===== config.mk =====
export PLATFORM = sky130hd
export DESIGN_NAME = cvi_ram
export DESIGN_NICKNAME = d
export VERILOG_FILES = /design/src/design/cvi_ram.sv
export SDC_FILE = /design/constraint.sdc
export NUM_CORES = 2
export LEC_CHECK = 0
export BUFFER_PORTS_ARGS = -buffer_cell sky130_fd_sc_hd__buf_2
export CAP_MARGIN = 10
export CORE_ASPECT_RATIO = 0.7
export CORE_MARGIN = 2
export CORE_UTILIZATION = 40
export DETAILED_ROUTE_END_ITERATION = 10
export PLACE_DENSITY = 0.52
export SETUP_SLACK_MARGIN = 0.1
export SYNTH_ARGS = -nofsm -noshare
export SYNTH_HDL_FRONTEND = slang
export SYNTH_SLANG_ARGS = --single-unit

===== constraint.sdc =====
create_clock -name clk -period 4.2 [get_ports clk]
set_input_delay 0.42 -clock clk [delete_from_list [all_inputs] [get_ports clk]]
set_output_delay 0.42 -clock clk [all_outputs]
set_load 0.05 [all_outputs]

===== src/design/cvi_ram.sv =====
// cvi_ram: generic single-port RAM with registered read.
// Depends on nothing.
`default_nettype none
module cvi_ram #(
  parameter int W     = 16,
  parameter int DEPTH = 128
) (
  input  wire logic                                     clk,
  input  wire logic                                     we,
  input  wire logic [(DEPTH > 1 ? $clog2(DEPTH) : 1)-1:0] addr,
  input  wire logic [W-1:0]                             wdata,
  output logic      [W-1:0]                             rdata
);
  logic [W-1:0] mem [DEPTH];

  always_ff @(posedge clk) begin
    if (we) begin
      mem[addr] <= wdata;
    end
    rdata <= mem[addr];
  end
endmodule
`default_nettype wire


==> results.cfg <==
[setup_path]
cp-start-kind = input port
slowest_stage = o21ai_0
crit_required_ps = 4890
end_kind = flop
crit_type = input port to flop
critPathMaxStageDelay_ps = 890
critPathArrivalTime_ps = 4340
crit_chain = buf_8, nor2_4, buf_12, a221oi_1, nor2_1, o21ai_0, nand4_1, a221oi_1, buf_4, nand4_1
worstPathMaxFanout = 86

[routing]
viasPerCell = 6.45
dr.pass1.iters = 6
avgRoutedWirePerCell_um = 37.7
antenna_left = 0
drc_errors = 0
routed_wirelength_um = 294000
drt_iter0_markers = 8531
via_count = 50200

[power_and_ir_drop]
pwr-share-seq_pct = 52.5
power_density_mw_per_mm2 = 473
internal_power_mw = 33.3
switching_share_pct = 23.5
p_total_mw = 43.5
pwr-share-comb_pct = 7.2
power_frac_clock_pct = 40.3
leakagePower_nw = 29.0
p_sw_mw = 10.2
ir_drop_v = 0.000330

[finish]
regArea_sq_mm = 0.0618
layout.nets = 5028
drive_above_1_share_pct = 20.9
area_delta_synth_final_pct = 16.5
final_cell_mix = 2048 x edfxtp_1, 479 x a221oi_1, 451 x buf_4
multi_input_area_sq_mm = 0.0157
utilization_pct = 46.8
layout_commonest_cell = edfxtp_1
postLayoutCellArea_sq_mm = 0.0919
fillers = 16800
instances_no_fill = 7782

[synthesis]
synth_top_area_share_pct = 78.0
avgSynthCellArea_sq_um = 17.1
async_flop_share_pct = 0
ys_ff_latch = 2064
synth_area_leaders = edfxtp_1 78%, a221oi_1 5.3%, mux2_2 2.1%
ys_types = 69
yosysWarnings = 0
syn_inst = 4623
synth_ff_type = edfxtp_1
yosysTopAreaCell = edfxtp_1
syn_nets = 4648
ys_seq_area_share_pct = 78.4
syn_area_sq_mm = 0.0789
synth-edff-count = 2048

[clocking]
cts_tree = done
cts_sinks = 2064
clk_pin_slew_ps = 60
insertion_delay_ps = 870
htree_levels = 4
cts_made_buffers = 200
cts_buffer_depth = 4
post_cts_buffers = 0
ctsRootBufferMaster = clkbuf_16

[sta]
slew_headroom_pct = 12.9
fin_tns_setup_ps = 0
whs_ps = 145
hold_viol = 0
final.setup_skew_ps = 62.6
fmax_mhz = 274
rsz0062_at_grt = false
worst_pin_slew_ps = 1290
maxSlewViolCount = 0
period_minus_slack_ps = 3660
setup_ws_ps = 544
timing.final.crit_share_pct = 87.0
setup_viol_count_final = 0

[die]
die_area_sq_mm = 0.201
die_w_um = 535
die_h_um = 375
row_count = 136
ios = 41
core_area_sq_mm = 0.196
initial_core_util_pct = 40.2

[global_route]
antenna_found_initial = 21
grt_pass1_wl_um = 401000
grtUsageTotal_pct = 28.8
grt_max_degree = 129
overflow = 0
grt_pass1_vias = 46600

[hold_path]
min_path_type = input port to flop

[placement]
gp_congestion = 0.956
port_buffers = 40
dp_hpwl_um = 187000
post-place-ws_ps = 52.9
place_area_sq_mm = 0.0857
placed_cells = 7419

[status]
status = finished clean

[job]
drv_cap = 0
[power by group through the flow]
stage / Clock [mW] / Combinational [mW] / Sequential (mW)
6_report: 17.5 / 3.14 / 22.8
3_3_place_gp: 0 / 3.04 / 23.3
3_5_place_dp: 0 / 3.05 / 23.3
4_1_cts: 17.7 / 3.06 / 22.8
5_1_grt: 18.4 / 3.21 / 22.8
2_1_floorplan: 0 / 1.16 / 23.3
[sequential cells by signal (all words and copies together) (netlist names)]
register / cells
rdata: 16
mem: 2048
[metal layers]
metal,vias up,share of wire (%),global-route usage [%]
met5,-,0.060,0.502
met4,8,3.4,8.58
met3,512,13,7.51
met2,3518,42,40.6
met1,26100,42,43.3
li1,20000,-,-
[worst max-delay path, delay by kind of cell]
kind,cells,cell delay (ps)
buffers and inverters,3,840
AO/OA/AOI/OAI,3,1840
AND/OR/NAND/NOR,4,780
[path summary, 6_finish.rpt]
check                    from          to  slack (ps)  depth (start not counted)
setup / recovery      addr[0]   rdata[13]         540                         10
hold / removal       wdata[5]  mem[27][5]         140                          1
setup reg to reg  mem[27][13]   rdata[13]        1060                          7
hold reg to reg   mem[106][1]    rdata[1]         790                          4
[cells in the mapped netlist (53+ instances only)]
cell,number
mux2i_1,80
edfxtp_1,2048
a221oi_1,479
o22ai_1,65
nor2_1,350
mux2_2,145
a22oi_1,177
clkbuf_1,156
a21oi_1,226
nand2_1,124
o21ai_0,149
buf_2,144
buf_1,53
[area by class of cell]
class,count,share of cell area [%]
multi-input cells,2187,17.1
repair buffers,544,5.30
flip-flops and latches,2064,67.3
diodes,3,0.00817
clock inverters,107,0.986
clock buffers,249,5.70
well taps,2622,3.57
inverters,6,0.0381
[cells by family after synthesis]
group           share of synthesized area [%]
flops                                    78.4
simple gates                             3.24
compound gates                           12.5
mux                                      3.76
buf+inv                                  2.07
[repair_timing]
action | CTS | global route
endpoints found under the setup margin | 0 | 0
hold buffers | 2 | 0
gates resized for setup | 0 | 0
endpoints found under the hold margin | 13 | 0
Power figures use the tool's default switching activity.
