File: config.mk
export PLATFORM = sky130hd
export DESIGN_NAME = cvi_isqrt
export DESIGN_NICKNAME = d
export VERILOG_FILES = /design/src/design/cvi_isqrt.sv
export SDC_FILE = /design/constraint.sdc
export NUM_CORES = 1
export LEC_CHECK = 0
export CAP_MARGIN = 5
export CELL_PAD_IN_SITES_DETAIL_PLACEMENT = 1
export CELL_PAD_IN_SITES_GLOBAL_PLACEMENT = 1
export CORE_AREA = 8 8 111 113
export CTS_BUF_LIST = sky130_fd_sc_hd__clkbuf_8
export DETAILED_ROUTE_END_ITERATION = 7
export DIE_AREA = 0 0 119 121
export DONT_BUFFER_PORTS = 1
export GPL_TIMING_DRIVEN = 0
export HOLD_SLACK_MARGIN = 0.03
export PLACE_DENSITY_LB_ADDON = 0.1
export SLEW_MARGIN = 20
export SYNTH_ARGS = -nofsm -noshare
export SYNTH_HDL_FRONTEND = slang
export SYNTH_SLANG_ARGS = --single-unit
File: constraint.sdc
create_clock -name clk -period 10.1 [get_ports clk]
set_input_delay 2.02 -clock clk [delete_from_list [all_inputs] [get_ports clk]]
set_output_delay 2.02 -clock clk [all_outputs]
set_load 0.05 [all_outputs]
File: src/design/cvi_isqrt.sv
// cvi_isqrt: digit-by-digit integer square root, one root bit per cycle.
// Depends on nothing.
`default_nettype none
module cvi_isqrt #(
  parameter int RW = 19
) (
  input  wire logic            clk,
  input  wire logic            rst_n,
  input  wire logic            start,
  input  wire logic [2*RW-1:0] x,
  output logic                 done,
  output logic      [RW-1:0]   root
);
  localparam int CNW = $clog2(RW + 1);

  logic [2*RW-1:0] x_r;
  logic [RW+2:0]   rem_r;
  logic [RW-1:0]   root_r;
  logic [CNW-1:0]  cnt_r;
  logic            busy_r, done_r;
  logic [RW+2:0]   rem_sh, trial;
  logic            ge;

  assign rem_sh = {rem_r[RW:0], x_r[2*RW-1 -: 2]};
  assign trial  = {1'b0, root_r, 2'b01};
  assign ge     = (rem_sh >= trial);

  always_ff @(posedge clk) begin
    if (!rst_n) begin
      busy_r <= 1'b0;
      done_r <= 1'b0;
    end else begin
      done_r <= 1'b0;
      if (start) begin
        x_r    <= x;
        rem_r  <= '0;
        root_r <= '0;
        cnt_r  <= CNW'(RW);
        busy_r <= 1'b1;
      end else if (busy_r) begin
        rem_r  <= ge ? (rem_sh - trial) : rem_sh;
        root_r <= RW'({root_r, ge});
        x_r    <= {x_r[2*RW-3:0], 2'b00};
        cnt_r  <= cnt_r - 1'b1;
        if (cnt_r == CNW'(1)) begin
          busy_r <= 1'b0;
          done_r <= 1'b1;
        end
      end
    end
  end

  assign done = done_r;
  assign root = root_r;
endmodule
`default_nettype wire

==> flow_summary.toml <==
[run_status]
run_status = "finished clean"

[clock_tree]
clk_pin_slew_worst_paths_ns = 0.09
cts_buffers = 9
clk_latency_ns = 0.36
root_buffer = "clkbuf_8"
htree_levels = 3
clockBufferDepth = 2
ctsHoldBuffers = 0
post-cts-setup-buffers = 0
clock-sinks = 84
cts_resized = 0
cts_tree = "built"

[power]
p_leak_nw = 1.870
ir_drop_v = 0.00007623
power_mw = 0.8609
power_density_mw_per_mm2 = 167.7

[sta]
relSlewSlack_pct = 55.89
slew_violations = 0
fin_crit_ns = 3.582
worst_slack_ns = 6.518
clock.fmax_ghz = 0.2792
rsz0062_at_grt = "no"
worstMarginPinSlew_ns = 0.6617
holdWs_ns = 0.5068
finClkSkew_ns = 0.01484
final_hold_viol_count = 0
fin_crit_sh_pct = 35.46
setup_viol = 0
setup-tns-final_ns = 0

[synthesis]
synth_area_leaders = "edfxtp_1 (52%), mux2_2 (8.8%), ha_1 (6.1%), a21oi_1 (3.0%), nor2_1 (2.5%)"
yosysTopAreaCell = "edfxtp_1"
synth_fp_nets = 472
avgSynthCellArea_um2 = 11.63
synth_top_cell_area_share_pct = 51.87
syn_inst = 408
ys_ff_latch = 84
ys_seq_area_share_pct = 52.71
ys_warn_count = 0
synthArstFlopShare_pct = 0
yosys-top-cells-count = "edfxtp_1 (82), mux2_2 (37), nor2_1 (31)"
synth.most_common_cell = "edfxtp_1"
synth-edff-count = 82
synthFlopType = "edfxtp_1"
syn_area_mm2 = 0.004747
synthDistinctLibCells = 57

[setup_path]
endpoint_kind = "flip-flop"
crit_type = "input pin to flip-flop"
crit_required_ns = 10.17
critical_path_arrival_ns = 3.66
cp_max_fo = 10
start_kind = "input pin"

[die]
fp.dieH_um = 121
start_util_pct = 44.77
io_pins = 61
die_w_um = 119
dieArea_mm2 = 0.01440
design.core.area_mm2 = 0.01060
num_rows = 38

[cells_and_area]
nets = 484
layout-drive-gt1-share_pct = 16.00
utilization_pct = 48.41
final_cells = 565
stdcell_area_mm2 = 0.005132
syn_to_final_growth_pct = 8.118
diodes = 0

[placed_design]
place_congestion = 0.8418
placed_area_mm2 = 0.004957
pre_cts_ws_ns = 6.087
dp.final_hpwl_um = 8363
portBuffers = 0
dp_cells = 549

[job]
max_cap_viol_count = 0

[grt]
grt_pass1_wl_um = 18510
grt_pass1_vias = 3514
antenna_found_initial = 0
grt_usage_pct = 16.43
grt_max_degree = 53
grt-ovfl-total = 0

[route]
routed_wl_um = 11600
antenna_left = 0
post_drt_wl_per_cell_um = 20.54
vias = 3260
firstDrtPassIters = 4
drtIter0Drc = 148
routed_via_density = 5.770
drc = 0

[min_path]
hp-class = "flip-flop to flip-flop"
cell type report:
class	count	area [um2]
clock inverters	7	51.30
fillers	1154	5470
plain buffers	15	67.56
flip-flops and latches	84	2502
well taps	140	175.2
inverters	29	108.9
clock buffers	9	123.9
repair buffers	1	27.53
multi-input cells	280	2076
metal layers:
layer	wire [um]	track usage, %	up-vias
li1	-	-	1567
met1	5079	19.13	1613
met4	196	6.719	0
met5	0	0	-
met3	659	5.072	12
met2	5669	27.68	68
flip-flops by register name, summed over array words and instances (netlist names):
register and flops:
busy_r 1, cnt_r 5, rem_r 20, root 19, x_r 38, done 1
cell usage in the layout (no fill, tap or decap), drive strengths merged, types with 5 or more instances in the layout:
cell,count
xnor2,6
nor3,9
mux2,37
o21a,7
and2,6
edfxtp,82
nor2,31
a21o,7
clkbuf,17
buf,8
and3,7
o211ai,7
a21boi,5
nand3,15
a21oi,28
nand2,23
o21ai,17
ha,23
inv,31
logic make-up (layout without fill, tap and decap cells):
| kind of cell | count (synthesis) | in the layout | synth area share, % |
|---|---|---|---|
| AO/OA/AOI/OAI | 105 | 105 | 15.89 |
| AND/OR/NAND/NOR | 105 | 105 | 10.99 |
| flip-flops | 84 | 84 | 52.71 |
| buffers and inverters | 44 | 61 | 3.716 |
| multiplexers | 37 | 37 | 8.777 |
| adder cells (fa/ha/maj) | 23 | 23 | 6.062 |
| XOR/XNOR | 10 | 10 | 1.845 |
worst max-delay path, stage by stage:
cell	delay, ns
clkbuf_1	0.41
clkbuf_1	0.53
buf_1	0.57
a21oi_1	0.11
final timing paths:
path,startpoint,endpoint,slack (ns),cells after the start
worst max-delay path,start,rem_r[2]$_SDFFCE_PP0P_,6.52,4
worst min-delay path,busy_r$_SDFF_PN0_,done$_SDFF_PP0_,0.51,1
worst max register to register,root[7]$_SDFFCE_PP0P_,rem_r[2]$_SDFFCE_PP0P_,6.66,9
worst min register to register,busy_r$_SDFF_PN0_,done$_SDFF_PP0_,0.51,1
power breakdown:
part | leakage (nW) | switching (mW) | internal (mW)
clock network | 0.0797 | 0.133 | 0.0902
registers | 0.807 | 0.0289 | 0.416
logic | 0.983 | 0.116 | 0.0758
total | 1.87 | 0.278 | 0.582
(Power assumes the default switching activity.)
