**src/design/cvi_pkg.sv**
```systemverilog
// cvi_pkg: shared types, codes and fixed widths of the cosine top-k vector index.
// Depends on nothing; imported by cvi_div, cvi_topk_cell, the top level and cvi_checker.
`default_nettype none
package cvi_pkg;

  localparam int ELEM_W  = 16;
  localparam int KEY_W   = 16;
  localparam int SCORE_W = 16;
  localparam int LIVE_W  = 11;
  localparam int KREQ_W  = 5;
  localparam int CFG_W   = 8;
  localparam int CMD_W   = 2;
  localparam int STAT_W  = 2;
  localparam int QBITS   = 15;
  localparam int DIM_RESET = 128;

  localparam logic [CMD_W-1:0] CMD_ADD    = 2'd0;
  localparam logic [CMD_W-1:0] CMD_REMOVE = 2'd1;
  localparam logic [CMD_W-1:0] CMD_QUERY  = 2'd2;
  localparam logic [CMD_W-1:0] CMD_COUNT  = 2'd3;

  localparam logic [STAT_W-1:0] ST_OK       = 2'd0;
  localparam logic [STAT_W-1:0] ST_FULL     = 2'd1;
  localparam logic [STAT_W-1:0] ST_NOTFOUND = 2'd2;
  localparam logic [STAT_W-1:0] ST_NORES    = 2'd3;

  localparam logic signed [SCORE_W-1:0] SCORE_MIN = 16'sh8000;
  localparam logic signed [SCORE_W-1:0] SCORE_MAX = 16'sh7FFF;

  typedef struct packed {
    logic signed [SCORE_W-1:0] score;
    logic [KEY_W-1:0]          key;
    logic                      pres;
  } cvi_ent_t;

  typedef struct packed {
    logic init;
    logic ins;
    logic shift;
  } cvi_cellctl_t;

endpackage
`default_nettype wire

```
**src/design/cvi_topk_cell.sv**
```systemverilog
// cvi_topk_cell: one rank of the sorted top-k chain.
// Depends on cvi_pkg; takes its upper neighbor on insert, lower neighbor on shift.
`default_nettype none
module cvi_topk_cell
  import cvi_pkg::*;
(
  input  wire logic                      clk,
  input  wire cvi_cellctl_t              ctl,
  input  wire logic signed [SCORE_W-1:0] cand_score,
  input  wire logic [KEY_W-1:0]          cand_key,
  input  wire cvi_ent_t                  up_ent,
  input  wire logic                      up_gt,
  input  wire cvi_ent_t                  dn_ent,
  output cvi_ent_t                       ent,
  output logic                           gt
);
  cvi_ent_t ent_r;

  // strict greater: on a tie the entry already held keeps its rank
  assign gt = (cand_score > ent_r.score);

  always_ff @(posedge clk) begin
    if (ctl.init) begin
      ent_r.score <= SCORE_MIN;
      ent_r.key   <= '0;
      ent_r.pres  <= 1'b0;
    end else if (ctl.shift) begin
      ent_r <= dn_ent;
    end else if (ctl.ins && gt) begin
      if (up_gt) begin
        ent_r <= up_ent;
      end else begin
        ent_r.score <= cand_score;
        ent_r.key   <= cand_key;
        ent_r.pres  <= 1'b1;
      end
    end
  end

  assign ent = ent_r;
endmodule
`default_nettype wire

```
**config.mk**
```make
export PLATFORM = sky130hd
export DESIGN_NAME = cvi_topk_cell
export DESIGN_NICKNAME = d
export VERILOG_FILES = /design/src/design/cvi_pkg.sv /design/src/design/cvi_topk_cell.sv
export SDC_FILE = /design/constraint.sdc
export NUM_CORES = 1
export LEC_CHECK = 0
export BUFFER_PORTS_ARGS = -buffer_cell sky130_fd_sc_hd__buf_2
export CAP_MARGIN = 30
export CORE_ASPECT_RATIO = 1.75
export CORE_MARGIN = 2
export CORE_UTILIZATION = 48
export CTS_CLUSTER_DIAMETER = 80
export DETAILED_ROUTE_END_ITERATION = 10
export GPL_TIMING_DRIVEN = 0
export PLACE_DENSITY = 0.86
export SLEW_MARGIN = 15
export SYNTH_ARGS = -nofsm -noshare
export SYNTH_HDL_FRONTEND = slang
export SYNTH_SLANG_ARGS = --single-unit
```
**constraint.sdc**
```tcl
create_clock -name clk -period 6.1 [get_ports clk]
set_input_delay 1.22 -clock clk [delete_from_list [all_inputs] [get_ports clk]]
set_output_delay 1.22 -clock clk [all_outputs]
set_load 0.01 [all_outputs]
```
==> results of run 1 <==
routing by layer:
metal | GRT usage | up-vias | part of all wire
li1 | - | 1445 | -
met4 | 0.140 | 0 | 0.039
met2 | 0.492 | 112 | 0.53
met5 | 0 | - | 0
met1 | 0.294 | 1316 | 0.39
met3 | 0.0358 | 25 | 0.049
cell families (layout without fill, tap and decap cells):
kind of cell    Yosys count  after routing  share of synthesized area
buf+inv                  46            188                     0.0812
flops                    33             33                      0.273
fa+ha+maj                16             16                     0.0827
compound gates          115            115                      0.263
simple gates             85             85                      0.168
mux                      32             32                      0.132
worst max-delay path by stage:
stage / to / from / slack [ns] / cells past startpoint
global route: gt / cand_score[13] / 1.72 / 9
floorplan: gt / cand_score[13] / 2.23 / 6
finish: gt / cand_score[11] / 1.88 / 9
detailed placement: gt / cand_score[13] / 1.92 / 9
CTS: gt / cand_score[13] / 1.90 / 9
global placement: gt / cand_score[13] / 1.96 / 9
worst reg2reg max path, stage by stage (launching register included):
cell and delay [ns]:
dfxtp_1 0.37, inv_1 0.06, ha_1 0.33, a21oi_1 0.15, o21ai_0 0.11, a311oi_2 0.56, a31o_1 0.36, clkbuf_2 0.29
o21ai_1 0.11, a21oi_1 0.15
cell usage after synthesis, types with 4 or more instances:
cell,n
mux2i_1,32
dfxtp_1,33
nand4_1,4
ha_1,16
nor2_1,5
clkbuf_1,10
o21ai_1,30
o21ai_0,35
a21oi_1,41
nand3_1,32
buf_2,8
buf_1,4
inv_1,19
nand2_1,37
layout by cell type (no fill, tap or decap), types with 5 or more instances in the layout:
cell type  instances
nand3_1           32
a21oi_1           41
ha_1              16
clkbuf_1          10
clkbuf_8           5
nand2_1           37
buf_2            142
o21ai_1           30
dfxtp_1           33
mux2i_1           32
o21ai_0           35
inv_1             19
nor2_1             5
cell type report:
type	count	area (µm²)
fillers	451	1640
multi-input cells	248	1560
repair buffers	134	671
flip-flops and latches	33	661
plain buffers	27	125
inverters	19	71.3
clock buffers	5	68.8
well taps	54	67.6
clock inverters	3	65.1
stage by stage:
stage	instances	util	hold WS, ns	setup WS (ns)	total power, µW
CTS	523	0.667	0.462	1.90	730
global placement	515	0.640	0.448	1.96	474
detailed placement	515	0.640	0.452	1.92	481
global route	523	0.667	0.479	1.72	765
finish	523	0.667	0.463	1.88	731
floorplan	327	-	0.488	2.23	392
power by group:
| part | internal, µW | switching (µW) | total (µW) |
|---|---|---|---|
| Sequential | 236 | 12.2 | 248 |
| Combinational | 99.2 | 131 | 230 |
| Clock | 162 | 89.5 | 252 |
| Total | 498 | 233 | 731 |
==> impl_metrics.py, run 1 <==
metrics = {
    "logic_synthesis": {
        "synth_cells": 327,
        "async_flop_share": 0,
        "ys_types": 29,
        "synthesis.area_um2": 2420,
        "ys_seq_area_frac": 0.273,
        "ys_dominant_reg_cell": "dfxtp_1",
        "synth_edf_count": 0,
        "synth_top_area_cell": "dfxtp_1",
        "synth.top_cell.area_share": 0.273,
        "synth.area.top_cells": "dfxtp_1 27%, mux2i_1 13%, a21oi_1 8.5%",
        "syn-num-nets": 446,
        "ys_ff_latch": 33,
        "syn_avg_cell_area_um2": 7.40,
        "yosys_warnings": 0,
    },
    "power": {
        "power.leakage_uw": 0.00163,
        "power_density_nw_per_um2": 222,
        "ir_drop_v": 0.000170,
    },
    "clock_tree": {
        "cts_buffers": 5,
        "root_buffer": "clkbuf_8",
        "clock_latency_ns": 0.29,
        "clockBufferDepth": 2,
        "holdBufCountCts": 0,
        "htreeDepth": 2,
        "cts.clk_slew.worst_paths_ns": 0.07,
        "cts.sinks": 33,
        "cts_tree": "yes",
        "post_cts_buffers": 0,
        "cts_resized": 0,
    },
    "timing": {
        "maxSlewViolCount": 0,
        "max-slew-margin-rel": 0.494,
        "fmax_mhz": 237,
        "worst_pin_slew_ns": 0.759,
        "setup_tns_ns": 0,
        "rsz0062_at_grt": "false",
        "fin_crit_ns": 4.22,
        "post-route-period-util": 0.691,
        "fin_skew_ns": 0.00508,
        "setup_viol_count_final": 0,
        "hold_viol_final": 0,
    },
    "setup_path": {
        "worst-setup-path-type": "in -> out",
        "slowest_delay_ns": 0.56,
        "worst_setup_path_start_kind": "input port",
        "regToRegEndpoint": "ent[17]",
        "cp-end-kind": "primary output",
        "r2r_start": "ent[30]",
        "cp_num_buf_inv": 2,
        "r2r_cells": 9,
        "cpMaxStageDelayCell": "a311oi_2",
        "cp.arrival_ns": 3.00,
        "worstPathCellList": "buf_2, ha_1, a21oi_1, o21ai_0, a311oi_2, nand2_1, nor3_1, nor3_1, buf_2",
        "path_delay_family": "compound AO/OA/AOI/OAI gates",
        "crit_required_ns": 4.88,
        "r2r_slack_ns": 3.55,
        "crit_fanout": 6,
    },
    "global_routing": {
        "grt_pass1_wl_mm": 12.2,
        "grt_usage": 0.271,
        "overflow": 0,
        "grt_max_degree": 12,
        "antenna_found_initial": 0,
        "grt_pass1_vias": 2719,
    },
    "placed_design": {
        "dp_hpwl_mm": 5.99,
        "gp_congestion": 0.959,
        "placed_area_um2": 3160,
        "io_buffers": 134,
    },
    "floorplanning": {
        "io_pins": 137,
        "die_h_um": 97.9,
        "dieArea_um2": 5650,
        "rows": 34,
        "initial_core_util": 0.490,
        "die-width_um": 57.7,
        "core_area_um2": 4930,
    },
    "final_layout": {
        "antenna_cells": 0,
        "fin_area_um2": 3290,
        "largest_register_ffs": 33,
        "finalNetCount": 587,
        "drive_above_1_share": 0.343,
        "syn2layout_area_growth_pct": 36.0,
    },
    "drt": {
        "ant_nets": 0,
        "wl_per_cell_um": 14.8,
        "viasPerCell": 5.54,
        "drt-total-wl_mm": 7.75,
        "vias": 2898,
        "drc": 0,
        "dr.pass1.iters": 4,
        "drt-initial-drc-count": 82,
    },
    "min_path": {
        "min_from": "ent[8]",
        "whs_path_depth": 2,
        "hold-path-endpoint": "ent[8]",
        "hold_class": "reg -> reg",
    },
    "job": {
        "cap_viol_max_count": 0,
    },
    "run_status": {
        "status": "complete, no violations",
    },
}
No activity file was read; power rests on OpenSTA's default activity.
==> run 2: changes to the inputs <==
- CORE_UTILIZATION: 48 -> 45
- PLACE_DENSITY: 0.86 -> 0.81
- clock period: 6.1 -> 3.99 ns (I/O delays scaled with it)
==> impl_metrics.py, run 2 (synthesized netlist as in run 1, its figures left out) <==
metrics = {
    "timing": {
        "fmax_mhz": 295,
        "hold_viol_final": 0,
        "post-route-period-util": 0.850,
        "maxSlewViolCount": 0,
        "rsz0062_at_grt": "false",
        "fin_crit_ns": 3.39,
        "setup_tns_ns": 0,
        "worst_pin_slew_ns": 0.750,
        "setup_viol_count_final": 0,
        "max-slew-margin-rel": 0.500,
        "fin_skew_ns": 0.00685,
    },
    "clock_tree": {
        "cts_buffers": 5,
        "cts.clk_slew.worst_paths_ns": 0.06,
        "cts_resized": 0,
        "holdBufCountCts": 0,
        "htreeDepth": 2,
        "cts.sinks": 33,
        "clock_latency_ns": 0.28,
        "post_cts_buffers": 0,
        "cts_tree": "yes",
        "root_buffer": "clkbuf_8",
        "clockBufferDepth": 2,
    },
    "drt": {
        "viasPerCell": 5.53,
        "drt-initial-drc-count": 67,
        "drc": 0,
        "dr.pass1.iters": 4,
        "drt-total-wl_mm": 7.73,
        "vias": 2896,
        "wl_per_cell_um": 14.7,
        "ant_nets": 0,
    },
    "floorplanning": {
        "die-width_um": 59.4,
        "rows": 35,
        "io_pins": 137,
        "core_area_um2": 5210,
        "die_h_um": 101,
        "dieArea_um2": 6000,
        "initial_core_util": 0.464,
    },
    "global_routing": {
        "overflow": 0,
        "grt_usage": 0.256,
        "antenna_found_initial": 0,
        "grt_max_degree": 11,
        "grt_pass1_vias": 2764,
        "grt_pass1_wl_mm": 12.1,
    },
    "setup_path": {
        "worst-setup-path-type": "in -> out",
        "worst_setup_path_start_kind": "input port",
        "crit_fanout": 6,
        "cp-end-kind": "primary output",
        "cp.arrival_ns": 2.59,
        "crit_required_ns": 3.19,
    },
    "power": {
        "power.leakage_uw": 0.00160,
        "power_density_nw_per_um2": 301,
        "ir_drop_v": 0.000185,
    },
    "final_layout": {
        "largest_register_ffs": 33,
        "num-fill-cells": 507,
        "antenna_cells": 0,
        "syn2layout_area_growth_pct": 34.0,
        "finalNetCount": 587,
        "fin_area_um2": 3240,
        "layout_commonest_cell": "buf_2",
        "multiInputGateArea_um2": 1560,
        "seqCellArea_um2": 661,
        "layout_common_cells": "142 x buf_2, 41 x a21oi_1, 37 x nand2_1",
        "drive_above_1_share": 0.341,
    },
    "placed_design": {
        "gp_congestion": 0.945,
        "dp_hpwl_mm": 6.10,
        "io_buffers": 134,
        "placed_area_um2": 3160,
    },
    "job": {
        "cap_viol_max_count": 0,
    },
    "run_status": {
        "status": "complete, no violations",
    },
    "min_path": {
        "hold_class": "reg -> reg",
    },
}
-- run 2: cell count changes in the layout (fill, tap and decap cells not counted) --
cell | before | now
clkinv_2 | 1 | 2
clkbuf_1 | 10 | 11
bufinv_16 | 2 | 0
-- run 2: through the flow --
step                total power [µW]  hold WS [ns]   util  cells  worst slack (ns)
floorplan                        599         0.488      -    327             0.962
global placement                 726         0.448  0.606    516             0.675
detailed placement               736         0.457  0.606    516             0.632
CTS                              982         0.465  0.622    524             0.616
global route                    1040         0.486  0.622    524             0.440
finish                           977         0.464  0.622    524             0.598
-- run 2: per-layer routing --
metal,global-route usage,up-vias,wire (µm)
li1,-,1450,-
met3,0.0385,14,364
met5,0,-,0
met1,0.265,1326,2930
met4,0.0927,0,176
met2,0.492,106,4260
-- run 2: path summary, 6_finish.rpt --
check / cells past startpoint / from / slack (ns) / endpoint
min reg2reg: 2 / ent[8] / 0.46 / ent[8]
max reg2reg: 9 / ent[30] / 1.46 / ent[25]
max: 9 / cand_score[13] / 0.60 / gt
min: 2 / ent[8] / 0.46 / ent[8]
-- run 2: critical path, stage by stage --
cell and delay (ns):
buf_2 0.11, ha_1 0.35, a21oi_1 0.16, o21ai_0 0.10, a311oi_2 0.55, nand2_1 0.10
nor3_1 0.17, nor3_1 0.09, buf_2 0.15
-- run 2: cell type report --
cell class | count | area share
Timing Repair Buffer | 134 | 0.207
Buffer | 27 | 0.0386
Clock inverter | 2 | 0.00309
Inverter | 19 | 0.0220
Clock buffer | 6 | 0.0224
Multi-Input combinational cell | 248 | 0.482
Sequential cell | 33 | 0.204
Tap cell | 55 | 0.0212
-- run 2: where the power goes --
group	internal [µW]	total [µW]	leakage (µW)	switching, µW
logic	152	351	0.00129	199
clock network	121	246	0.0000450	125
registers	361	381	0.000273	19.3
==> run 3: changes to the inputs <==
- CORE_MARGIN: 2 -> not set
- GPL_TIMING_DRIVEN: 0 -> not set
==> impl_metrics.py, run 3 (synthesized netlist as in run 1, its figures left out) <==
metrics = {
    "clock_tree": {
        "cts_resized": 0,
        "cts.sinks": 33,
        "clockBufferDepth": 2,
        "cts_tree": "yes",
        "htreeDepth": 2,
        "cts.clk_slew.worst_paths_ns": 0.06,
        "root_buffer": "clkbuf_8",
        "clock_latency_ns": 0.27,
        "post_cts_buffers": 0,
        "holdBufCountCts": 0,
        "cts_buffers": 5,
    },
    "min_path": {
        "hold_class": "reg -> reg",
    },
    "placed_design": {
        "dp_hpwl_mm": 5.37,
        "io_buffers": 136,
        "gp_congestion": 0.810,
    },
    "drt": {
        "drt-initial-drc-count": 45,
        "viasPerCell": 5.47,
        "drc": 7,
        "drt-total-wl_mm": 7.10,
        "ant_nets": 0,
        "vias": 2772,
        "wl_per_cell_um": 14.0,
        "dr.pass1.iters": 8,
    },
    "final_layout": {
        "largest_register_ffs": 33,
        "num-fill-cells": 488,
        "finish.utilization": 0.618,
        "multiInputGateArea_um2": 1570,
        "antenna_cells": 0,
        "layout_commonest_cell": "buf_2",
        "layout_common_cells": "136 x buf_2, 41 x a21oi_1, 37 x nand2_1",
        "seqCellArea_um2": 661,
        "syn2layout_area_growth_pct": 33.0,
        "finalNetCount": 571,
        "drive_above_1_share": 0.347,
    },
    "setup_path": {
        "worst-setup-path-type": "in -> out",
        "worst_setup_path_start_kind": "input port",
        "cp-end-kind": "primary output",
        "slowest_delay_ns": 0.32,
        "crit_required_ns": 3.19,
        "worstPathCellList": "buf_2, ha_1, nand4_2, o221ai_1, o2111ai_2, nand2_1, nor3_1, nor3_1, buf_2",
        "cp.arrival_ns": 2.54,
        "crit_fanout": 5,
        "cpMaxStageDelayCell": "ha_1",
    },
    "power": {
        "power_density_nw_per_um2": 305,
        "power.leakage_uw": 0.00159,
        "ir_drop_v": 0.000245,
        "power.total_uw": 981,
    },
    "global_routing": {
        "antenna_found_initial": 0,
        "grt_pass1_wl_mm": 11.4,
        "grt_max_degree": 51,
        "overflow": 0,
        "grt_pass1_vias": 2660,
        "grt_usage": 0.251,
    },
    "floorplanning": {
        "die-width_um": 57.4,
        "die_h_um": 99.0,
        "initial_core_util": 0.464,
        "dieArea_um2": 5690,
        "core_area_um2": 5210,
        "io_pins": 137,
        "rows": 35,
    },
    "timing": {
        "post-route-period-util": 0.835,
        "maxSlewViolCount": 0,
        "worst_pin_slew_ns": 0.642,
        "hold_viol_final": 0,
        "fmax_mhz": 300,
        "rsz0062_at_grt": "false",
        "setup_viol_count_final": 0,
        "fin_skew_ns": 0.00265,
        "max-slew-margin-rel": 0.572,
        "fin_crit_ns": 3.33,
        "setup_tns_ns": 0,
    },
    "job": {
        "cap_viol_max_count": 0,
    },
    "run_status": {
        "violations": "DRC",
        "status": "finished with violations",
    },
}
## run 3: path summary, 6_finish.rpt
check	start	endpoint	slack, ns	cells past startpoint
max	cand_score[7]	gt	0.66	9
min	ent[10]	ent[10]	0.46	2
max reg2reg	ent[32]	ent[17]	1.26	9
min reg2reg	ent[10]	ent[10]	0.46	2
## run 3: power by group
| group | switching, µW | internal, µW | total (µW) |
|---|---|---|---|
| sequential | 18.9 | 361 | 380 |
| combinational | 196 | 154 | 350 |
| clock | 114 | 137 | 251 |
## run 3: through the flow
step	hold WS, ns	setup WS [ns]	cells	instance area, µm²
final	0.458	0.656	507	3220
after global routing	0.487	0.530	507	3220
after CTS	0.461	0.640	507	3220
after detailed placement	0.452	0.660	500	3130
after global placement	0.446	0.703	500	3130
after floorplan	0.488	0.962	327	2420
## run 3: final cells by class
type	count	share of cell area
tap	55	0.0214
inverter	19	0.0222
clock buffer	7	0.0268
timing repair buffer	145	0.236
multi-input combinational	248	0.488
sequential	33	0.205
## run 3: critical path, delay by kind of cell
kind | cells | cell delay [ns]
simple gates | 4 | 0.58
compound gates | 2 | 0.55
fa+ha+maj | 1 | 0.32
buf+inv | 2 | 0.28
## run 3: metal layers
layer | global-route usage | routed length, µm | vias to the layer above
li1 | - | - | 1415
met1 | 0.253 | 2730 | 1245
met2 | 0.485 | 3830 | 96
met3 | 0.0407 | 356 | 16
met4 | 0.105 | 184 | 0
met5 | 0 | 0 | -
