$ cat config.mk
export PLATFORM = sky130hd
export DESIGN_NAME = cvi_div
export DESIGN_NICKNAME = d
export VERILOG_FILES = /design/src/design/cvi_pkg.sv /design/src/design/cvi_div.sv
export SDC_FILE = /design/constraint.sdc
export NUM_CORES = 1
export LEC_CHECK = 0
export ABC_AREA = 1
export ABC_CLOCK_PERIOD_IN_PS = 3700
export BUFFER_PORTS_ARGS = -buffer_cell sky130_fd_sc_hd__clkbuf_2
export CAP_MARGIN = 0
export CORE_ASPECT_RATIO = 1.2
export CORE_UTILIZATION = 60
export DETAILED_ROUTE_END_ITERATION = 8
export PLACE_DENSITY_LB_ADDON = 0.25
export SLEW_MARGIN = 20
export SYNTH_ARGS = -nofsm -noshare
export SYNTH_HDL_FRONTEND = slang
export SYNTH_SLANG_ARGS = --single-unit
export TNS_END_PERCENT = 30
$ cat constraint.sdc
create_clock -name clk -period 3.7 [get_ports clk]
set_input_delay 0.925 -clock clk [delete_from_list [all_inputs] [get_ports clk]]
set_output_delay 0.925 -clock clk [all_outputs]
set_load 0.05 [all_outputs]
$ cat src/design/cvi_pkg.sv
// cvi_pkg: shared types, codes and fixed widths of the cosine top-k vector index.
// Depends on nothing; imported by cvi_div, cvi_topk_cell, the top level and cvi_checker.
`default_nettype none
package cvi_pkg;

  localparam int ELEM_W  = 16;
  localparam int KEY_W   = 16;
  localparam int SCORE_W = 16;
  localparam int LIVE_W  = 11;
  localparam int KREQ_W  = 5;
  localparam int CFG_W   = 8;
  localparam int CMD_W   = 2;
  localparam int STAT_W  = 2;
  localparam int QBITS   = 15;
  localparam int DIM_RESET = 128;

  localparam logic [CMD_W-1:0] CMD_ADD    = 2'd0;
  localparam logic [CMD_W-1:0] CMD_REMOVE = 2'd1;
  localparam logic [CMD_W-1:0] CMD_QUERY  = 2'd2;
  localparam logic [CMD_W-1:0] CMD_COUNT  = 2'd3;

  localparam logic [STAT_W-1:0] ST_OK       = 2'd0;
  localparam logic [STAT_W-1:0] ST_FULL     = 2'd1;
  localparam logic [STAT_W-1:0] ST_NOTFOUND = 2'd2;
  localparam logic [STAT_W-1:0] ST_NORES    = 2'd3;

  localparam logic signed [SCORE_W-1:0] SCORE_MIN = 16'sh8000;
  localparam logic signed [SCORE_W-1:0] SCORE_MAX = 16'sh7FFF;

  typedef struct packed {
    logic signed [SCORE_W-1:0] score;
    logic [KEY_W-1:0]          key;
    logic                      pres;
  } cvi_ent_t;

  typedef struct packed {
    logic init;
    logic ins;
    logic shift;
  } cvi_cellctl_t;

endpackage
`default_nettype wire

$ cat src/design/cvi_div.sv
// cvi_div: restoring divider for the Q1.15 score, one quotient bit per cycle.
// Depends on cvi_pkg for the fraction width; flags saturation when mag >= den.
`default_nettype none
module cvi_div
  import cvi_pkg::*;
#(
  parameter int MAGW = 38,
  parameter int DENW = 38
) (
  input  wire logic            clk,
  input  wire logic            rst_n,
  input  wire logic            start,
  input  wire logic [MAGW-1:0] mag,
  input  wire logic [DENW-1:0] den,
  output logic                 done,
  output logic                 sat,
  output logic      [QBITS-1:0] q
);
  localparam int EW  = MAGW + DENW;
  localparam int CNW = $clog2(QBITS + 1);

  logic [DENW-1:0]  rem_r, den_r;
  logic [QBITS-1:0] q_r;
  logic [CNW-1:0]   cnt_r;
  logic             busy_r, done_r, sat_r;
  logic [DENW:0]    r2;
  logic             ge;

  assign r2 = {rem_r, 1'b0};
  assign ge = (r2 >= {1'b0, den_r});

  always_ff @(posedge clk) begin
    if (!rst_n) begin
      busy_r <= 1'b0;
      done_r <= 1'b0;
    end else begin
      done_r <= 1'b0;
      if (start) begin
        den_r <= den;
        rem_r <= DENW'(mag);
        q_r   <= '0;
        cnt_r <= CNW'(QBITS);
        sat_r <= (EW'(mag) >= EW'(den));
        if (EW'(mag) >= EW'(den)) begin
          done_r <= 1'b1;
        end else begin
          busy_r <= 1'b1;
        end
      end else if (busy_r) begin
        rem_r <= ge ? DENW'(r2 - {1'b0, den_r}) : DENW'(r2);
        q_r   <= {q_r[QBITS-2:0], ge};
        cnt_r <= cnt_r - 1'b1;
        if (cnt_r == CNW'(1)) begin
          busy_r <= 1'b0;
          done_r <= 1'b1;
        end
      end
    end
  end

  assign done = done_r;
  assign sat  = sat_r;
  assign q    = q_r;
endmodule
`default_nettype wire

==> results.yml, run 1 <==
routing:
  vias: 7907
  drt_drc_violations_left: 0
  drt_iter0_markers: 540
  drt_wl_total_um: 23190
  viasPerCell: 5.285
  detail_route.first_pass.iterations: 5
  drtAntennaViolNets: 0
  routedWlPerCell_um: 15.50
placement:
  place_congestion: 1.001
  io_buffers: 95
  dp_hpwl_um: 18130
  placedCellCount: 1480
clocking:
  post_cts_buffers: 0
  cts_buffers: 9
  root_buffer: "clkbuf_16"
  clkTransAtPathRegs_ps: 80
  cts_resized: 0
  cts.path.max_buffers: 2
  cts_max_level: 3
  holdBufCountCts: 0
  clk_latency_ps: 370
  tritoncts: "yes"
  cts_sinks: 98
sta:
  skew_ps: 8.007
  setup_tns_ps: 0
  hold_viol: 0
  rsz0062_at_grt: "false"
  slew_viol_final: 0
  finalSetupViolations: 0
  tightest_slew_ps: 722.9
  max_freq_mhz: 350.8
  period_share_pct: 77.05
  relSlewSlack_pct: 51.44
  period_needed_ps: 2851
min_path:
  hp-class: "reg -> reg"
  worstHoldStart: "busy_r$_SDFFE_PN0P_"
  hold_depth: 2
  holdPathEnd: "busy_r$_SDFFE_PN0P_"
setup_path:
  critPathRequiredTime_ps: 3940
  cp_slowest_cell: "nand2_1"
  max_stage_delay_ps: 420
  cp.arrival_ps: 3090
  cp_cell_sequence: "ha_1 -> nand2_1 -> nor2_1 -> inv_1 -> nor2_1 -> nand4_1 -> nand4_1 -> buf_4 -> nand2_1 -> nand2_1 -> nand2_1 -> nand2_1"
  critPathMaxFanout: 24
  r2r_start: "rem_r[5]$_DFFE_PP_"
  start_kind: "flip-flop"
  regToRegEndpoint: "rem_r[33]$_DFFE_PP_"
  r2r_slack_ps: 850
  critPathKind: "reg -> reg"
  timing.critical_path.mode_cell: "nand2_1"
  worstRegToRegCells: 12
  cp-end-kind: "flip-flop"
power:
  pwr_density_cell_nw_per_um2: 414.0
  ir_drop_v: 0.0002994
  p_leak_nw: 5.173
final_layout:
  antenna-diode-count: 0
  nFillCells: 1269
  fin_cells: 1496
  seqCellArea_um2: 2923
  nets: 1478
  final_layout_size_suffix_gt1_share_pct: 13.74
  area_growth_syn_to_layout_pct: 10.86
  multi_input_area_um2: 4601
logic_synthesis:
  yosysMostFrequentCell: "nand2_1"
  yosys.area_share.adder_pct: 11.61
  yosys-top-cells-area: "edfxtp_1 34%, nand2_1 19%, ha_1 11%, inv_1 10%, nand3_1 4.1%"
  syn_area_um2: 8582
  synthSimpleGateAreaFrac_pct: 36.26
  synth_top_area_share_pct: 33.59
  ys_types: 33
  synth_xor_area_share_pct: 2.143
  synth_cells: 1225
  synth_compound_area_share_pct: 3.572
  synth-main-ff-cell: "edfxtp_1"
  synthArstFlopShare_pct: 0
  ys_seq_area_share_pct: 34.06
  yosys_warnings: 0
  synthTopCellsByCount: "438 x nand2_1, 238 x inv_1, 96 x edfxtp_1, 79 x nor2_1, 78 x ha_1"
  syn_nets: 1383
  synth_top_area_cell: "edfxtp_1"
  synth_mux_area_share_pct: 0
  syn_area_per_cell_um2: 7.006
  synth_top_family_by_area: "simple AND/OR/NAND/NOR gates"
  synth_seq_cells: 98
  synth_edf_count: 96
global_route:
  grt_pass1_vias: 7607
  grt_pass1_wl_um: 37270
  overflow: 0
  track_usage_pct: 32.48
  grt_antenna_before_repair: 0
  grt_max_degree: 42
job:
  drv_cap: 0
floorplan:
  die_h_um: 133.0
  die_w_um: 111.2
  placementRows: 47
  dieArea_um2: 14790
  initial_utilization_pct: 61.84
  ios: 96
  core_um2: 13880
outcome:
  status: "completed"
cell type report:
type | instances | share of cell area, %
Timing Repair Buffer | 103 | 5.760
Clock buffer | 9 | 2.367
Sequential cell | 98 | 30.72
Inverter | 245 | 9.666
Multi-Input combinational cell | 863 | 48.36
Tap cell | 171 | 2.249
Clock inverter | 7 | 0.8811
critical path: cells and delay by family, from the launching register on:
family / cells / cell delay [ps]
buffers and inverters: 2 / 440
adder cells (fa/ha/maj): 1 / 390
flip-flops: 1 / 410
AND/OR/NAND/NOR: 9 / 1450
metrics by stage:
step	utilization, %	instance area (um^2)	power, W	setup slack, ps	hold slack (ps)
after floorplan	-	8582	0.002558	730.3	425.5
after global placement	66.33	9205	0.002907	665.6	433.8
after detailed placement	66.33	9205	0.002929	655.6	462.7
after CTS	68.55	9514	0.003929	828.8	474.9
after global routing	68.55	9514	0.004161	624.5	502.5
final	68.55	9514	0.003938	849.3	473.9
layer usage:
metal  routed length [um]  share of wire, %  vias up  GRT usage (%)
met4                  616               2.7        0          10.96
met5                    0                 0        -              0
met1                10290                44     3623          43.07
li1                     -                 -     4012              -
met2                10780                46      230          54.55
met3                 1506               6.5       42          4.489
logic make-up after synthesis:
family | count (synthesis)
AOI/OAI and AO/OA | 58
xor gates and xnor gates | 21
adders and majority gates | 79
buffers and inverters | 264
DFF | 98
and+or+nand+nor | 705
sequential cells by signal (all words and copies together), names as in the netlist:
| register | cells |
|---|---|
| busy_r | 1 |
| q | 15 |
| den_r | 38 |
| cnt_r | 4 |
| done | 1 |
| rem_r | 38 |
| sat | 1 |
power by group:
| part | internal [W] | switching (W) |
|---|---|---|
| logic | 0.000521 | 0.00101 |
| clock network | 0.000491 | 0.000514 |
| registers | 0.00136 | 0.0000433 |
| total | 0.00237 | 0.00157 |
how the worst max path moves through the flow:
stage          cells past startpoint                endpoint           startpoint  slack, ps
3_3_place_gp                      10     busy_r$_SDFFE_PN0P_              den[37]        670
4_1_cts                           12     rem_r[33]$_DFFE_PP_   rem_r[5]$_DFFE_PP_        830
5_1_grt                           12     rem_r[30]$_DFFE_PP_  rem_r[31]$_DFFE_PP_        620
3_5_place_dp                      10     busy_r$_SDFFE_PN0P_              den[37]        660
6_report                          12     rem_r[33]$_DFFE_PP_   rem_r[5]$_DFFE_PP_        850
2_1_floorplan                      3  cnt_r[0]$_SDFFCE_PP1P_                start        730
cell usage in the layout, fill, tap and decap left out, types with 38 or more instances in the layout:
cell type / synthesis / layout
nor2_1: 79 / 79
nand3_1: 71 / 71
a21oi_1: 43 / 43
nand2_1: 438 / 437
ha_1: 78 / 78
edfxtp_1: 96 / 96
nand2_2: 39 / 40
inv_1: 238 / 238
clkbuf_2: 0 / 95
nand3b_1: 38 / 38
Note: power is estimated with default switching activity, not from simulation.
==> run 2, diff against run 1 <==
--- a/config.mk
+++ b/config.mk
@@ -6,7 +6,7 @@
 export NUM_CORES = 1
 export LEC_CHECK = 0
 export ABC_AREA = 1
-export ABC_CLOCK_PERIOD_IN_PS = 3700
+export ABC_CLOCK_PERIOD_IN_PS = 2820
 export BUFFER_PORTS_ARGS = -buffer_cell sky130_fd_sc_hd__clkbuf_2
 export CAP_MARGIN = 0
 export CORE_ASPECT_RATIO = 1.2
==> constraint.sdc (replaced) <==
create_clock -name clk -period 2.82 [get_ports clk]
set_input_delay 0.705 -clock clk [delete_from_list [all_inputs] [get_ports clk]]
set_output_delay 0.705 -clock clk [all_outputs]
set_load 0.05 [all_outputs]
==> run 2 against run 1 <==
Net effect:
- register-to-register slack lost 610 ps
- count of clock-buffer cells in the layout is the same
- wire length is essentially flat
- sequential share of layout area shrank 0.23 points
- via count grew 0.51%
- setup slack lost 610 ps
- non-clock buffer count grew 8
- worst hold slack lost 15 ps
- flip-flop and latch count is the same
- clock power grew 31%
- fmax grew 10%
- largest cell class unchanged
==> results.yml, run 2 (same netlist as run 1, synthesis figures left out) <==
setup_path:
  start_kind: "flip-flop"
  critPathMaxFanout: 21
  max_stage_delay_ps: 450
  cp.arrival_ps: 2700
  cp_cell_sequence: "ha_1 -> nand2_1 -> nor2_1 -> nand2_1 -> nor2_2 -> nand4_1 -> nand4_1 -> buf_4 -> nand3_1 -> nand2_1 -> nand2_1"
  cp_slowest_cell: "ha_1"
  critPathRequiredTime_ps: 2940
  critPathKind: "reg -> reg"
  timing.critical_path.mode_cell: "nand2_1"
  cp-end-kind: "flip-flop"
routing:
  viasPerCell: 5.284
  drt_iter0_markers: 558
  drt_drc_violations_left: 0
  drtAntennaViolNets: 0
  routedWlPerCell_um: 15.42
  vias: 7947
  detail_route.first_pass.iterations: 6
  drt_wl_total_um: 23190
placement:
  io_buffers: 95
  place_congestion: 0.9957
  dp_hpwl_um: 18230
  place_area_um2: 9278
floorplan:
  die_h_um: 133.0
  ios: 96
  placementRows: 47
  dieArea_um2: 14790
  die_w_um: 111.2
  initial_utilization_pct: 61.84
  core_um2: 13880
final_layout:
  final_cell_mix: "437 x nand2_1, 238 x inv_1, 96 x edfxtp_1"
  nets: 1486
  area_growth_syn_to_layout_pct: 11.69
  layout_commonest_cell: "nand2_1"
  finalInstanceArea_um2: 9585
  final_layout_size_suffix_gt1_share_pct: 14.18
  antenna-diode-count: 0
  nFillCells: 1266
sta:
  relSlewSlack_pct: 61.87
  tightest_slew_ps: 567.6
  skew_ps: 8.593
  finalSetupViolations: 0
  period_needed_ps: 2582
  hold_viol: 0
  period_share_pct: 91.56
  rsz0062_at_grt: "false"
  max_freq_mhz: 387.3
  slew_viol_final: 0
  setup_tns_ps: 0
clocking:
  clkTransAtPathRegs_ps: 70
  clk_latency_ps: 360
  cts.path.max_buffers: 2
  cts_max_level: 3
  post_cts_buffers: 0
  cts_sinks: 98
  root_buffer: "clkbuf_16"
  cts_resized: 0
  tritoncts: "yes"
  cts_buffers: 9
  holdBufCountCts: 0
outcome:
  status: "completed"
power:
  ir_drop_v: 0.0003746
  p_leak_nw: 5.217
  fin_total_pwr_w: 0.005181
  pwr_density_cell_nw_per_um2: 540.5
global_route:
  grt_pass1_wl_um: 37480
  grt_max_degree: 41
  track_usage_pct: 32.81
  grt_pass1_vias: 7551
  overflow: 0
  grt_antenna_before_repair: 0
min_path:
  hp-class: "reg -> reg"
job:
  drv_cap: 0
==> run 2: changes by cell type in the layout (fill, tap and decap cells not counted), sizes merged <==
cell / delta
buf: +8
bufinv: +1
clkinv: +1
inv: -2
==> run 2: final cells by class <==
type,instances,area (um^2),share of cell area (%)
clock buffers,9,225.2,2.350
clock inverters,7,82.58,0.8615
inverters,245,919.6,9.594
multi-input cells,863,4601,48.00
flip-flops and latches,98,2923,30.49
well taps,171,214.0,2.232
repair buffers,111,620.6,6.474
==> run 2: through the flow <==
stage	util, %	std cells	hold WS (ps)	setup slack, ps
floorplan	-	1225	425.5	70.34
global placement	66.85	1488	436.5	36.07
detailed placement	66.85	1488	444.9	60.48
CTS	69.07	1504	456.0	226.6
global route	69.07	1504	480.2	43.27
finish	69.07	1504	459.3	237.9
==> run 2: metal layers <==
metal	vias to the layer above	routed length [um]	track usage [%]
met5	-	0	0
met4	0	663	12.16
met3	45	1841	4.443
met2	302	10860	54.58
met1	3577	9823	43.60
li1	4023	-	-
==> run 2: path summary, 6_finish.rpt <==
path | endpoint | start | cells past startpoint | slack, ps
worst max-delay path | rem_r[33]$_DFFE_PP_ | rem_r[30]$_DFFE_PP_ | 11 | 240
worst min-delay path | busy_r$_SDFFE_PN0P_ | busy_r$_SDFFE_PN0P_ | 2 | 460
worst max register to register | rem_r[33]$_DFFE_PP_ | rem_r[30]$_DFFE_PP_ | 11 | 240
worst min register to register | busy_r$_SDFFE_PN0P_ | busy_r$_SDFFE_PN0P_ | 2 | 460
==> run 2: critical path, delay by kind of cell, from the launching register on <==
family / cells / cell delay, ps
flops: 1 / 420
fa+ha+maj: 1 / 450
simple gates: 9 / 1100
buf+inv: 1 / 340
==> run 2: power by group <==
part           switching, W  leakage [nW]  total, W  internal (W)
sequential        0.0000575         0.928   0.00184       0.00178
combinational       0.00133          4.14   0.00203      0.000698
clock              0.000610         0.152   0.00132      0.000707
==> run 3, diff against run 2 <==
--- a/config.mk
+++ b/config.mk
@@ -5,12 +5,11 @@
 export SDC_FILE = /design/constraint.sdc
 export NUM_CORES = 1
 export LEC_CHECK = 0
-export ABC_AREA = 1
 export ABC_CLOCK_PERIOD_IN_PS = 2820
 export BUFFER_PORTS_ARGS = -buffer_cell sky130_fd_sc_hd__clkbuf_2
 export CAP_MARGIN = 0
 export CORE_ASPECT_RATIO = 1.2
-export CORE_UTILIZATION = 60
+export CORE_UTILIZATION = 59
 export DETAILED_ROUTE_END_ITERATION = 8
 export PLACE_DENSITY_LB_ADDON = 0.25
 export SLEW_MARGIN = 20
==> run 3 against run 2 <==
Net effect:
- the flow now finishes with violations (setup timing)
- wire length is 12% higher
- largest cell class unchanged
- critical endpoint is now rem_r[9]$_DFFE_PP_
- total power is 5.0% higher
- final area is 3.6% higher
- core utilization is 13 points higher
- largest power group unchanged
- via count is 3.5% lower
==> results.yml, run 3 <==
routing:
  routedWlPerCell_um: 21.81
  drt_iter0_markers: 618
  drtAntennaViolNets: 0
  vias: 7672
  viasPerCell: 6.458
  drt_drc_violations_left: 0
  detail_route.first_pass.iterations: 7
  drt_wl_total_um: 25910
floorplan:
  initial_utilization_pct: 60.81
  ios: 96
  core_um2: 12110
  placementRows: 44
  die_h_um: 124.4
  die_w_um: 104.0
  dieArea_um2: 12930
setup_path:
  cp-end-kind: "flip-flop"
  critPathMaxFanout: 3
  critPathKind: "reg -> reg"
  start_kind: "flip-flop"
  critPathRequiredTime_ps: 2910
  cp.arrival_ps: 3150
placement:
  placedCellCount: 1155
  io_buffers: 95
  dp_hpwl_um: 16420
  place_area_um2: 8881
  place_congestion: 0.9190
clocking:
  cts_max_level: 3
  tritoncts: "yes"
  cts.path.max_buffers: 2
  clkTransAtPathRegs_ps: 70
  cts_buffers: 9
  clk_latency_ps: 360
  cts_sinks: 98
  root_buffer: "clkbuf_16"
logic_synthesis:
  synthArstFlopShare_pct: 0
  synth_edf_count: 96
  synth_mux_area_share_pct: 0.4247
  syn_area_um2: 7365
  synth_cells: 803
  ys_types: 65
  synth_seq_cells: 98
  yosys_warnings: 0
  synthSimpleGateAreaFrac_pct: 17.09
  synth_top_family_by_area: "compound AO/OA/AOI/OAI gates"
  yosys-top-cells-area: "edfxtp_1 39%, ha_1 13%, inv_1 4.7%, a21oi_1 4.7%, nand2_1 3.6%"
  synth-main-ff-cell: "edfxtp_1"
  ys_seq_area_share_pct: 39.69
  syn_nets: 961
  yosysMostFrequentCell: "edfxtp_1"
  yosys.area_share.adder_pct: 13.52
  synth_top_area_cell: "edfxtp_1"
  synthTopCellsByCount: "96 x edfxtp_1, 93 x inv_1, 78 x ha_1, 71 x nand2_1, 69 x a21oi_1"
  synth_compound_area_share_pct: 20.85
  synth_xor_area_share_pct: 2.022
  synth_top_area_share_pct: 39.14
  syn_area_per_cell_um2: 9.171
sta:
  fin_ws_ps: -233.9
  hold_viol: 0
  tightest_slew_ps: 781.1
  fin_hold_ws_ps: 532.8
  relSlewSlack_pct: 47.85
  rsz0062_at_grt: "true"
  finalSetupViolations: 28
  setup_tns_ps: -1710
  period_share_pct: 108.3
  max_freq_mhz: 327.4
  slew_viol_final: 0
  skew_ps: 11.94
  period_needed_ps: 3054
global_route:
  grt_pass1_wl_um: 38360
  grt_antenna_before_repair: 0
  grt_max_degree: 63
  track_usage_pct: 37.83
  grt_pass1_vias: 7637
  overflow: 0
final_layout:
  final_cell_mix: "130 x buf_4, 96 x edfxtp_1, 95 x clkbuf_2"
  layout_commonest_cell: "buf_4"
  area_growth_syn_to_layout_pct: 34.78
  final_util_pct: 81.95
  antenna-diode-count: 0
  finalInstanceArea_um2: 9926
  nets: 1180
  fin_cells: 1188
  final_layout_size_suffix_gt1_share_pct: 32.62
outcome:
  status: "finished with violations"
  violations: "setup timing"
job:
  drv_cap: 0
power:
  p_leak_nw: 4.460
  pwr_density_cell_nw_per_um2: 548.1
  ir_drop_v: 0.0004406
min_path:
  hp-class: "in -> reg"
[run 3: cell count changes in the layout (fill, tap and decap cells not counted), sizes merged, moves of 11 or more]
cell	previous run	this run
nor2	96	53
nand3	71	18
nand2	478	71
a31oi	0	16
a21oi	43	69
inv	247	94
nand3b	38	0
and3	0	12
nor3	7	18
nor2b	0	22
buf	16	141
a21o	0	23
o21ai	8	46
[run 3: logic make-up after synthesis]
| group | count (synthesis) |
|---|---|
| AND/OR/NAND/NOR | 249 |
| XOR/XNOR | 17 |
| buffers and inverters | 122 |
| flip-flops | 98 |
| adder cells (fa/ha/maj) | 79 |
| multiplexers | 3 |
| AO/OA/AOI/OAI | 235 |
[run 3: final timing paths]
path,startpoint,endpoint,slack [ps],cells past startpoint
worst min register to register,q[3]$_SDFFCE_PP0P_,q[4]$_SDFFCE_PP0P_,580,1
worst min-delay path,den[35],den_r[35]$_DFFE_PP_,530,1
worst max register to register,rem_r[0]$_DFFE_PP_,rem_r[9]$_DFFE_PP_,-230,11
worst max-delay path,rem_r[0]$_DFFE_PP_,rem_r[9]$_DFFE_PP_,-230,11
[run 3: per-stage QoR]
stage                     setup WS, ps  total power, W
after floorplan                 -87.85        0.002835
after global placement          -651.7        0.003445
after detailed placement        -700.8        0.003507
after CTS                       -17.94        0.005155
after global routing            -248.3        0.005638
final                           -233.9        0.005440
[run 3: layout make-up]
cell class	count	area, um^2
clock inverter	5	125.1
sequential	98	2923
clock buffer	11	242.7
inverter	94	352.8
timing repair buffer	236	1605
tap	161	201.4
fill	707	2186
multi-input combinational	583	4476
[run 3: routing by layer]
layer / global-route usage, % / vias up / part of all wire, %
met5: 0 / - / 0
met4: 19.08 / 0 / 5.6
met3: 5.756 / 134 / 8.8
met2: 67.33 / 553 / 49
met1: 43.96 / 3604 / 36
li1: - / 3381 / -
[run 3: worst max-delay path: stages (launching register included)]
cell and delay [ps]:
edfxtp_1 440, buf_6 160, ha_4 260, nor2b_4 130, o211ai_1 80, buf_4 160, a21boi_1 200, o211ai_1 150
a21boi_0 350, o21ai_0 260, a2111oi_4 450, nor3_1 140
[run 3: where the power goes]
| group | switching, W | internal [W] | total [W] | leakage [nW] |
|---|---|---|---|---|
| combinational | 0.00117 | 0.000897 | 0.00207 | 3.36 |
| sequential | 0.0000710 | 0.00175 | 0.00182 | 0.921 |
| clock | 0.000571 | 0.000981 | 0.00155 | 0.180 |
| total | 0.00181 | 0.00363 | 0.00544 | 4.46 |
[run 3: what timing repair did]
item                                    in CTS  in global routing
resized for setup                           44                 69
hold buffers                                 0                  0
endpoints found under the setup margin      34                 39
pin swaps                                   21                 31
buffers inserted                            13                  4
endpoints found under the hold margin        0                  0
